File: config.mk
export PLATFORM = sky130hd
export DESIGN_NAME = vehicle_drive_and_ackermann_steer
export DESIGN_NICKNAME = d
export VERILOG_FILES = /design/src/design/vdas_pkg.sv /design/src/design/vdas_regs.sv /design/src/design/vdas_cordic_step.sv /design/src/design/vehicle_drive_and_ackermann_steer.sv
export SDC_FILE = /design/constraint.sdc
export NUM_CORES = 2
export LEC_CHECK = 0
export ABC_CLOCK_PERIOD_IN_PS = 12500
export BUFFER_PORTS_ARGS = -buffer_cell sky130_fd_sc_hd__buf_2
export CORE_AREA = 5 5 396 398
export CTS_BUF_LIST = sky130_fd_sc_hd__clkbuf_8
export DETAILED_ROUTE_END_ITERATION = 8
export DIE_AREA = 0 0 401 403
export GPL_ROUTABILITY_DRIVEN = 0
export HOLD_SLACK_MARGIN = 0.03
export PLACE_DENSITY = 0.72
export SETUP_SLACK_MARGIN = 0.1
export SLEW_MARGIN = 0
export SYNTH_ARGS = -nofsm -noshare
export SYNTH_HDL_FRONTEND = slang
export SYNTH_SLANG_ARGS = --single-unit
File: constraint.sdc
create_clock -name clk -period 12.5 [get_ports clk]
set_input_delay 1.25 -clock clk [delete_from_list [all_inputs] [get_ports clk]]
set_output_delay 1.25 -clock clk [all_outputs]
set_load 0.02 [all_outputs]
File: src/design/vdas_pkg.sv
`default_nettype none
package vdas_pkg;

	localparam int CordicSteps = 16;
	localparam int TabLen      = 24;
	localparam int CordicIters = (CordicSteps < TabLen) ? CordicSteps : TabLen;
	localparam int XyW         = 52;
	localparam int ZW          = 26;
	localparam logic signed [ZW-1:0] Deg90 = 26'sd5898240;

	localparam logic [1:0] ModeFront = 2'd0;
	localparam logic [1:0] ModeRear  = 2'd1;

	localparam logic [2:0] RegMode  = 3'd0;
	localparam logic [2:0] RegTorq  = 3'd1;
	localparam logic [2:0] RegRate  = 3'd2;
	localparam logic [2:0] RegMaxSt = 3'd3;
	localparam logic [2:0] RegWb    = 3'd4;
	localparam logic [2:0] RegTrack = 3'd5;

	typedef struct packed {
		logic [1:0]  drive_mode;
		logic [15:0] drive_torque;
		logic [15:0] steer_rate;
		logic [14:0] max_steer_angle;
		logic [15:0] wheelbase;
		logic [15:0] track;
	} cfg_t;

	function automatic logic signed [ZW-1:0] atan_lut(input logic [4:0] idx);
		logic signed [ZW-1:0] r;
		case (idx)
			5'd0:  r = 26'sd2949120;
			5'd1:  r = 26'sd1740967;
			5'd2:  r = 26'sd919879;
			5'd3:  r = 26'sd466945;
			5'd4:  r = 26'sd234379;
			5'd5:  r = 26'sd117304;
			5'd6:  r = 26'sd58666;
			5'd7:  r = 26'sd29335;
			5'd8:  r = 26'sd14668;
			5'd9:  r = 26'sd7334;
			5'd10: r = 26'sd3667;
			5'd11: r = 26'sd1833;
			5'd12: r = 26'sd917;
			5'd13: r = 26'sd458;
			5'd14: r = 26'sd229;
			5'd15: r = 26'sd115;
			5'd16: r = 26'sd57;
			5'd17: r = 26'sd29;
			5'd18: r = 26'sd14;
			5'd19: r = 26'sd7;
			5'd20: r = 26'sd4;
			5'd21: r = 26'sd2;
			5'd22: r = 26'sd1;
			default: r = '0;
		endcase
		return r;
	endfunction

	function automatic logic signed [15:0] sat16(input logic signed [33:0] v);
		logic signed [15:0] r;
		if (v > 34'sd32767)
			r = 16'sh7fff;
		else if (v < -34'sd32768)
			r = 16'sh8000;
		else
			r = v[15:0];
		return r;
	endfunction

endpackage
`default_nettype wire

File: src/design/vdas_regs.sv
`default_nettype none
module vdas_regs
	import vdas_pkg::*;
(
	input  wire logic        clk,
	input  wire logic        arst_n,
	input  wire logic        psel,
	input  wire logic        penable,
	input  wire logic        pwrite,
	input  wire logic [4:0]  paddr,
	input  wire logic [31:0] pwdata,
	output logic [31:0]      prdata,
	output cfg_t             cfg
);

	cfg_t cfg_q;
	logic [2:0] idx;

	assign idx = paddr[4:2];
	assign cfg = cfg_q;

	always_ff @(posedge clk or negedge arst_n) begin
		if (!arst_n) begin
			cfg_q.drive_mode      <= 2'd2;
			cfg_q.drive_torque    <= '0;
			cfg_q.steer_rate      <= '0;
			cfg_q.max_steer_angle <= '0;
			cfg_q.wheelbase       <= 16'd2500;
			cfg_q.track           <= 16'd1500;
		end else if (psel && penable && pwrite) begin
			unique case (idx)
				RegMode:  cfg_q.drive_mode      <= pwdata[1:0];
				RegTorq:  cfg_q.drive_torque    <= pwdata[15:0];
				RegRate:  cfg_q.steer_rate      <= pwdata[15:0];
				RegMaxSt: cfg_q.max_steer_angle <= pwdata[14:0];
				RegWb:    cfg_q.wheelbase       <= pwdata[15:0];
				RegTrack: cfg_q.track           <= pwdata[15:0];
				default: ;
			endcase
		end
	end

	always_comb begin
		unique case (idx)
			RegMode:  prdata = {30'd0, cfg_q.drive_mode};
			RegTorq:  prdata = {16'd0, cfg_q.drive_torque};
			RegRate:  prdata = {16'd0, cfg_q.steer_rate};
			RegMaxSt: prdata = {17'd0, cfg_q.max_steer_angle};
			RegWb:    prdata = {16'd0, cfg_q.wheelbase};
			RegTrack: prdata = {16'd0, cfg_q.track};
			default:  prdata = '0;
		endcase
	end

endmodule
`default_nettype wire

File: src/design/vdas_cordic_step.sv
`default_nettype none
module vdas_cordic_step
	import vdas_pkg::*;
(
	input  wire logic                  vec,
	input  wire logic [4:0]            idx,
	input  wire logic signed [XyW-1:0] x,
	input  wire logic signed [XyW-1:0] y,
	input  wire logic signed [ZW-1:0]  z,
	output logic signed [XyW-1:0]      nx,
	output logic signed [XyW-1:0]      ny,
	output logic signed [ZW-1:0]       nz
);

	logic signed [XyW-1:0] sx, sy;
	logic signed [ZW-1:0]  a;
	logic                  neg;

	assign sx  = x >>> idx;
	assign sy  = y >>> idx;
	assign a   = atan_lut(idx);
	// rotate toward z = 0, or vector toward y = 0
	assign neg = vec ? !y[XyW-1] : z[ZW-1];

	always_comb begin
		if (neg) begin
			nx = x + sy;
			ny = y - sx;
			nz = z + a;
		end else begin
			nx = x - sy;
			ny = y + sx;
			nz = z - a;
		end
	end

endmodule
`default_nettype wire

File: src/design/vehicle_drive_and_ackermann_steer.sv
// Channel | Signals                                           | Direction
// in      | in_valid/in_ready, time_step, target_throttle,    | item in
//         | target_steering, handbrake_level                  |
// out     | out_valid/out_ready, front_torque, rear_torque,   | item out
//         | rear_lock, left_steer_angle, right_steer_angle    |
// cfg     | psel, penable, pwrite, paddr, pwdata, prdata      | APB registers
// An item skips the CORDIC when the inner angle is zero; else the shared CORDIC step
// unit runs twice in sequence, first rotating and then vectoring.
// One shared 17x33 multiplier serves the slew limit, torque, angle and
// Ackermann products. in_ready is high only while idle; a finished item waits
// in the output register and blocks the next only if still not taken.
// arst_n clears state, slew values and registers to their reset values.
`default_nettype none
module vehicle_drive_and_ackermann_steer
	import vdas_pkg::*;
(
	input  wire logic        clk,
	input  wire logic        arst_n,
	input  wire logic        psel,
	input  wire logic        penable,
	input  wire logic        pwrite,
	input  wire logic [4:0]  paddr,
	input  wire logic [31:0] pwdata,
	output logic [31:0]      prdata,
	output logic             pready,
	input  wire logic        in_valid,
	output logic             in_ready,
	input  wire logic [15:0] time_step,
	input  wire logic signed [15:0] target_throttle,
	input  wire logic signed [15:0] target_steering,
	input  wire logic [7:0]  handbrake_level,
	output logic             out_valid,
	input  wire logic        out_ready,
	output logic signed [15:0] front_torque,
	output logic signed [15:0] rear_torque,
	output logic             rear_lock,
	output logic signed [15:0] left_steer_angle,
	output logic signed [15:0] right_steer_angle
);

	typedef enum logic [3:0] {
		S_IDLE, S_LIM, S_SLEW, S_TRQ, S_ALPHA, S_CINIT, S_ROT,
		S_MWY, S_MTX, S_MTY, S_VINIT, S_VEC, S_DONE
	} state_t;

	cfg_t cfg;
	state_t state_q;

	logic [15:0]        ts_q;
	logic signed [15:0] tthr_q, tstr_q, thr_q, str_q;
	logic               lock_q;
	logic signed [49:0] p_q;
	logic signed [XyW-1:0] x_q, y_q, acc_q;
	logic signed [ZW-1:0]  z_q;
	logic [4:0]         cnt_q;
	logic [14:0]        alpha_q;
	logic signed [15:0] torque_q;
	logic               out_valid_q, lock_out_q;
	logic signed [15:0] ftq_q, rtq_q, left_q, right_q;

	logic signed [16:0] mul_a;
	logic signed [32:0] mul_b;
	logic signed [49:0] mul_p;
	logic signed [XyW-1:0] nx, ny;
	logic signed [ZW-1:0]  nz;

	logic front, rear, both;
	logic signed [24:0] thr_d, thr_lim, str_d, str_lim;
	logic signed [15:0] thr_new, str_new;
	logic [16:0]        str_mag;
	logic [33:0]        tmag, tround;
	logic signed [33:0] tq;
	logic [30:0]        alpha_sum;
	logic signed [ZW-1:0] z0, zr;
	logic signed [15:0] beta, left_n, right_n;
	logic               last;

	vdas_regs u_regs (
		.clk(clk), .arst_n(arst_n), .psel(psel), .penable(penable), .pwrite(pwrite),
		.paddr(paddr), .pwdata(pwdata), .prdata(prdata), .cfg(cfg)
	);

	vdas_cordic_step u_step (
		.vec(state_q == S_VEC), .idx(cnt_q), .x(x_q), .y(y_q), .z(z_q),
		.nx(nx), .ny(ny), .nz(nz)
	);

	assign pready    = 1'b1;
	assign in_ready  = (state_q == S_IDLE);
	assign out_valid = out_valid_q;
	assign front_torque      = ftq_q;
	assign rear_torque       = rtq_q;
	assign rear_lock         = lock_out_q;
	assign left_steer_angle  = left_q;
	assign right_steer_angle = right_q;

	assign front = (cfg.drive_mode != ModeRear);
	assign rear  = (cfg.drive_mode != ModeFront);
	assign both  = front && rear;
	assign last  = (cnt_q == 5'(CordicIters - 1));

	// shared multiplier operand select
	always_comb begin
		unique case (state_q)
			S_LIM:   begin mul_a = {1'b0, ts_q};               mul_b = {17'd0, cfg.steer_rate}; end
			S_TRQ:   begin mul_a = {1'b0, cfg.drive_torque};   mul_b = 33'(thr_q); end
			S_ALPHA: begin mul_a = {2'b0, cfg.max_steer_angle}; mul_b = {16'd0, str_mag}; end
			S_MWY:   begin mul_a = {1'b0, cfg.wheelbase};      mul_b = y_q[32:0]; end
			S_MTX:   begin mul_a = {1'b0, cfg.track};          mul_b = x_q[32:0]; end
			default: begin mul_a = {1'b0, cfg.track};          mul_b = y_q[32:0]; end
		endcase
	end
	assign mul_p = 50'(mul_a) * 50'(mul_b);

	// slew limiting
	always_comb begin
		thr_lim = {8'd0, ts_q, 1'b0};
		thr_d   = 25'(tthr_q) - 25'(thr_q);
		if (thr_d > thr_lim)
			thr_d = thr_lim;
		if (thr_d < -thr_lim)
			thr_d = -thr_lim;
		thr_new = 16'(25'(thr_q) + thr_d);
		str_lim = {2'b0, p_q[31:9]};
		str_d   = 25'(tstr_q) - 25'(str_q);
		if (str_d > str_lim)
			str_d = str_lim;
		if (str_d < -str_lim)
			str_d = -str_lim;
		str_new = 16'(25'(str_q) + str_d);
	end

	assign str_mag = str_q[15] ? 17'(-18'(str_q)) : {1'b0, str_q};

	// torque round half away from zero
	always_comb begin
		tmag   = p_q[32] ? -p_q[33:0] : p_q[33:0];
		tround = both ? ((tmag + 34'd32768) >> 16) : ((tmag + 34'd16384) >> 15);
		tq     = p_q[32] ? -34'(tround) : 34'(tround);
	end

	assign alpha_sum = p_q[30:0] + 31'd16384;
	assign z0 = 26'({alpha_sum[29:15], 8'd0});

	always_comb begin
		zr = (z_q + 26'sd128) >>> 8;
		beta = (alpha_q == '0) ? 16'sd0 : sat16(34'(zr));
		if (str_q > 16'sd0) begin
			left_n  = 16'({1'b0, alpha_q});
			right_n = beta;
		end else begin
			right_n = -16'({1'b0, alpha_q});
			left_n  = sat16(-34'(beta));
		end
	end

	always_ff @(posedge clk or negedge arst_n) begin
		if (!arst_n) begin
			state_q     <= S_IDLE;
			thr_q       <= '0;
			str_q       <= '0;
			out_valid_q <= 1'b0;
			cnt_q       <= '0;
		end else begin
			if (out_valid_q && out_ready)
				out_valid_q <= 1'b0;
			unique case (state_q)
				S_IDLE: begin
					if (in_valid) begin
						ts_q    <= time_step;
						tthr_q  <= target_throttle;
						tstr_q  <= target_steering;
						lock_q  <= (handbrake_level > 8'd128);
						state_q <= S_LIM;
					end
				end
				S_LIM: begin
					p_q     <= mul_p;
					state_q <= S_SLEW;
				end
				S_SLEW: begin
					thr_q   <= thr_new;
					str_q   <= str_new;
					state_q <= S_TRQ;
				end
				S_TRQ: begin
					p_q     <= mul_p;
					state_q <= S_ALPHA;
				end
				S_ALPHA: begin
					torque_q <= sat16(tq);
					p_q      <= mul_p;
					state_q  <= S_CINIT;
				end
				S_CINIT: begin
					alpha_q <= alpha_sum[29:15];
					cnt_q   <= '0;
					if (z0 > Deg90) begin
						x_q <= '0;
						y_q <= XyW'(1) <<< 28;
						z_q <= z0 - Deg90;
					end else begin
						x_q <= XyW'(1) <<< 28;
						y_q <= '0;
						z_q <= z0;
					end
					state_q <= (alpha_sum[29:15] == '0) ? S_DONE : S_ROT;
				end
				S_ROT: begin
					x_q   <= nx;
					y_q   <= ny;
					z_q   <= nz;
					cnt_q <= cnt_q + 5'd1;
					if (last)
						state_q <= S_MWY;
				end
				S_MWY: begin
					p_q     <= mul_p;
					state_q <= S_MTX;
				end
				S_MTX: begin
					acc_q   <= XyW'(p_q);
					p_q     <= mul_p;
					state_q <= S_MTY;
				end
				S_MTY: begin
					acc_q   <= acc_q + XyW'(p_q);
					p_q     <= mul_p;
					state_q <= S_VINIT;
				end
				S_VINIT: begin
					cnt_q <= '0;
					if (acc_q[XyW-1]) begin
						x_q <= XyW'(p_q);
						y_q <= -acc_q;
						z_q <= Deg90;
					end else begin
						x_q <= acc_q;
						y_q <= XyW'(p_q);
						z_q <= '0;
					end
					state_q <= S_VEC;
				end
				S_VEC: begin
					x_q   <= nx;
					y_q   <= ny;
					z_q   <= nz;
					cnt_q <= cnt_q + 5'd1;
					if (last)
						state_q <= S_DONE;
				end
				S_DONE: begin
					// hold until the output register is free
					if (!out_valid_q || out_ready) begin
						out_valid_q <= 1'b1;
						ftq_q       <= front ? torque_q : 16'sd0;
						rtq_q       <= rear ? torque_q : 16'sd0;
						lock_out_q  <= lock_q;
						left_q      <= left_n;
						right_q     <= right_n;
						state_q     <= S_IDLE;
					end
				end
				default: state_q <= S_IDLE;
			endcase
		end
	end

endmodule
`default_nettype wire

==> results.py <==
metrics = {
    "global_routing": {
        "busiest_layer": "met2",
        "gr-usage-met3_pct": 6.32,
        "grt_use_met2_pct": 40.8,
        "met1_usage_pct": 34.5,
        "antenna_found_initial": 8,
        "track_usage_pct": 26.0,
        "grt_pass1_wl_mm": 335,
        "grt_pass1_vias": 58400,
        "grt-ovfl-total": 0,
        "grt_max_degree": 89,
    },
    "clock_network": {
        "clockRootBuffer": "clkbuf_8",
        "cts_buffer_depth": 3,
        "cts_setup_buffers": 0,
        "cts_made_buffers": 92,
        "clk_pin_slew_worst_paths_ns": 0.07,
        "htreeDepth": 3,
        "cts_sinks": 500,
        "cts_hold_buf": 0,
        "cts_tree": "built",
        "cts_resized": 0,
        "insertion_delay_ns": 0.86,
    },
    "detailed_routing": {
        "drt-initial-drc-count": 6994,
        "wl_per_cell_um": 22.2,
        "drt_wl_total_mm": 216,
        "dr.pass1.iters": 9,
        "antenna_left": 0,
        "vias": 59900,
        "drcViolationCount": 13,
        "vias_per_cell": 6.15,
    },
    "final_layout": {
        "drive_above_1_share_pct": 10.8,
        "nets": 8687,
        "area_delta_synth_final_pct": 6.78,
    },
    "synthesis": {
        "yosys-top-cells-area": "edfxtp_1 (17%), fa_1 (15%), ha_1 (8.6%)",
        "syn_area_mm2": 0.0683,
        "synth_edf_count": 377,
        "ys_seq_area_share_pct": 21.1,
        "ys_warn_count": 0,
        "synth_common_cells": "nand2_1 (863), inv_1 (779), nor2_1 (518), fa_1 (511), ha_1 (468)",
        "synthCells": 7637,
        "synth.top_cell.area_share_pct": 16.6,
        "syn_area_per_cell_um2": 8.95,
        "async_flop_share_pct": 24.6,
        "ys_seq_elements": 500,
        "ys_types": 107,
        "synth_flop_cell": "edfxtp_1",
        "synth_top_area_cell": "edfxtp_1",
        "synth_most_common_cell": "nand2_1",
    },
    "job": {
        "max_cap_viol_count": 0,
    },
    "timing": {
        "max_slew_margin_pct": 3.80,
        "min_period_over_period_pct": 90.2,
        "fin_worst_skew_ns": 0.0954,
        "slew_violations": 0,
        "worstMarginPinSlew_ns": 1.43,
        "rsz0062_at_grt": "false",
        "fin_crit_ns": 11.27,
        "max_freq_mhz": 88.7,
        "finalSetupViolCount": 0,
        "timing.final.hold_violations": 0,
        "tns_ns": 0,
    },
    "setup_path": {
        "critical_path.startpoint_type": "flop",
        "crit_type": "reg -> reg",
        "required_ns": 13.21,
        "slowest_stage": "a211oi_1",
        "slowest_delay_ns": 0.66,
        "critPathMaxFanout": 17,
        "worst_r2r_path_depth": 45,
        "critPathMostFrequentCell": "a21oi_1",
        "worst_setup_path_end_kind": "flop",
        "crit_arrival_ns": 11.99,
    },
    "worst_hold_path": {
        "holdCritPathClass": "in -> async",
    },
    "floorplan": {
        "initial_core_util_pct": 44.7,
        "pin_count": 200,
        "die_area_mm2": 0.162,
        "die_height_um": 403,
        "die_x_um": 401,
        "core-area_mm2": 0.153,
        "rows": 144,
    },
    "status": {
        "status": "finished, violations left",
        "violations": "DRC",
    },
    "placed_design": {
        "hpwl_mm": 168,
        "numPortBuffers": 164,
    },
}
-- registers in the layout, indices dropped and copies added (netlist names), 26 cells and up --
| name | count |
|---|---|
| u_regs.cfg | 81 |
| y_q | 52 |
| p_q | 50 |
| acc_q | 52 |
| z_q | 26 |
| x_q | 52 |
-- stage by stage --
| stage | instance area (um2) | util (%) | std cells | hold slack, ns | worst slack [ns] |
|---|---|---|---|---|---|
| 2_1_floorplan | 68400 | - | 7652 | 0.400 | 3.02 |
| 3_3_place_gp | 70900 | 46.4 | 9558 | 0.404 | 1.66 |
| 3_5_place_dp | 70900 | 46.4 | 9558 | 0.412 | 1.51 |
| 4_1_cts | 72900 | 47.7 | 9727 | 0.329 | 1.46 |
| 5_1_grt | 73000 | 47.7 | 9735 | 0.384 | 0.448 |
| 6_report | 73000 | 47.7 | 9735 | 0.395 | 1.23 |
-- metal layers --
layer,wire (um),up-vias
li1,-,26700
met1,83800,29300
met2,95700,3268
met3,26200,623
met4,10100,0
met5,0,-
-- cell usage in the layout (no fill, tap or decap), drive strengths merged, types with 102 or more instances in the layout --
| master | count |
|---|---|
| a21o | 150 |
| a21oi | 362 |
| buf | 250 |
| dfrtp | 110 |
| edfxtp | 377 |
| fa | 511 |
| ha | 468 |
| inv | 814 |
| mux2 | 149 |
| mux2i | 169 |
| mux4 | 152 |
| nand2 | 863 |
| nand3 | 123 |
| nor2 | 519 |
| nor2b | 119 |
| nor3 | 149 |
| o21a | 102 |
| o21ai | 432 |
| o22ai | 116 |
| xnor2 | 366 |
| xor2 | 191 |
-- final timing paths --
| check | start | end | slack (ns) |
|---|---|---|---|
| setup / recovery | str_q[0]$_DFFE_PN0P_ | str_q[14]$_DFFE_PN0P_ | 1.23 |
| hold / removal | arst_n | thr_q[1]$_DFFE_PN0P_ | 0.39 |
| setup reg to reg | str_q[0]$_DFFE_PN0P_ | str_q[14]$_DFFE_PN0P_ | 1.23 |
| hold reg to reg | lock_q$_DFFE_PP_ | rear_lock$_DFFE_PP_ | 0.43 |
| max in group asynchronous | arst_n | u_regs.cfg[11]$_DFFE_PN0P_ | 10.67 |
| min in group clk | lock_q$_DFFE_PP_ | rear_lock$_DFFE_PP_ | 0.43 |
-- critical path: cells and delay by family (launching register included) --
kind / cells / cell delay, ns
fa+ha+maj: 6 / 1.97
xor+xnor: 1 / 0.14
buf+inv: 1 / 0.30
simple gates: 7 / 1.29
compound gates: 30 / 6.99
flops: 1 / 0.47
-- area by class of cell --
| class | instances | area, um2 |
|---|---|---|
| diodes | 8 | 20.0 |
| fillers | 14200 | 80000 |
| well taps | 2044 | 2560 |
| multi-input cells | 5971 | 49500 |
| repair buffers | 250 | 1470 |
| clock buffers | 99 | 1360 |
| inverters | 793 | 2980 |
| clock inverters | 70 | 661 |
| flip-flops and latches | 500 | 14400 |
-- kinds of logic (layout without fill, tap and decap cells) --
kind of cell    Yosys count  in the layout  synth area share, %
mux                     470            470                 9.94
fa+ha+maj               979            979                 23.5
compound gates         1688           1688                 15.9
buf+inv                1181           1212                 6.81
other cells               2             25               0.0110
xor+xnor                557            557                 7.17
simple gates           2260           2260                 15.5
flops                   500            500                 21.1
Power is left out: the tool's default activity adds up to more than one toggle a clock period on the data nets, which glitch-free logic cannot reach.
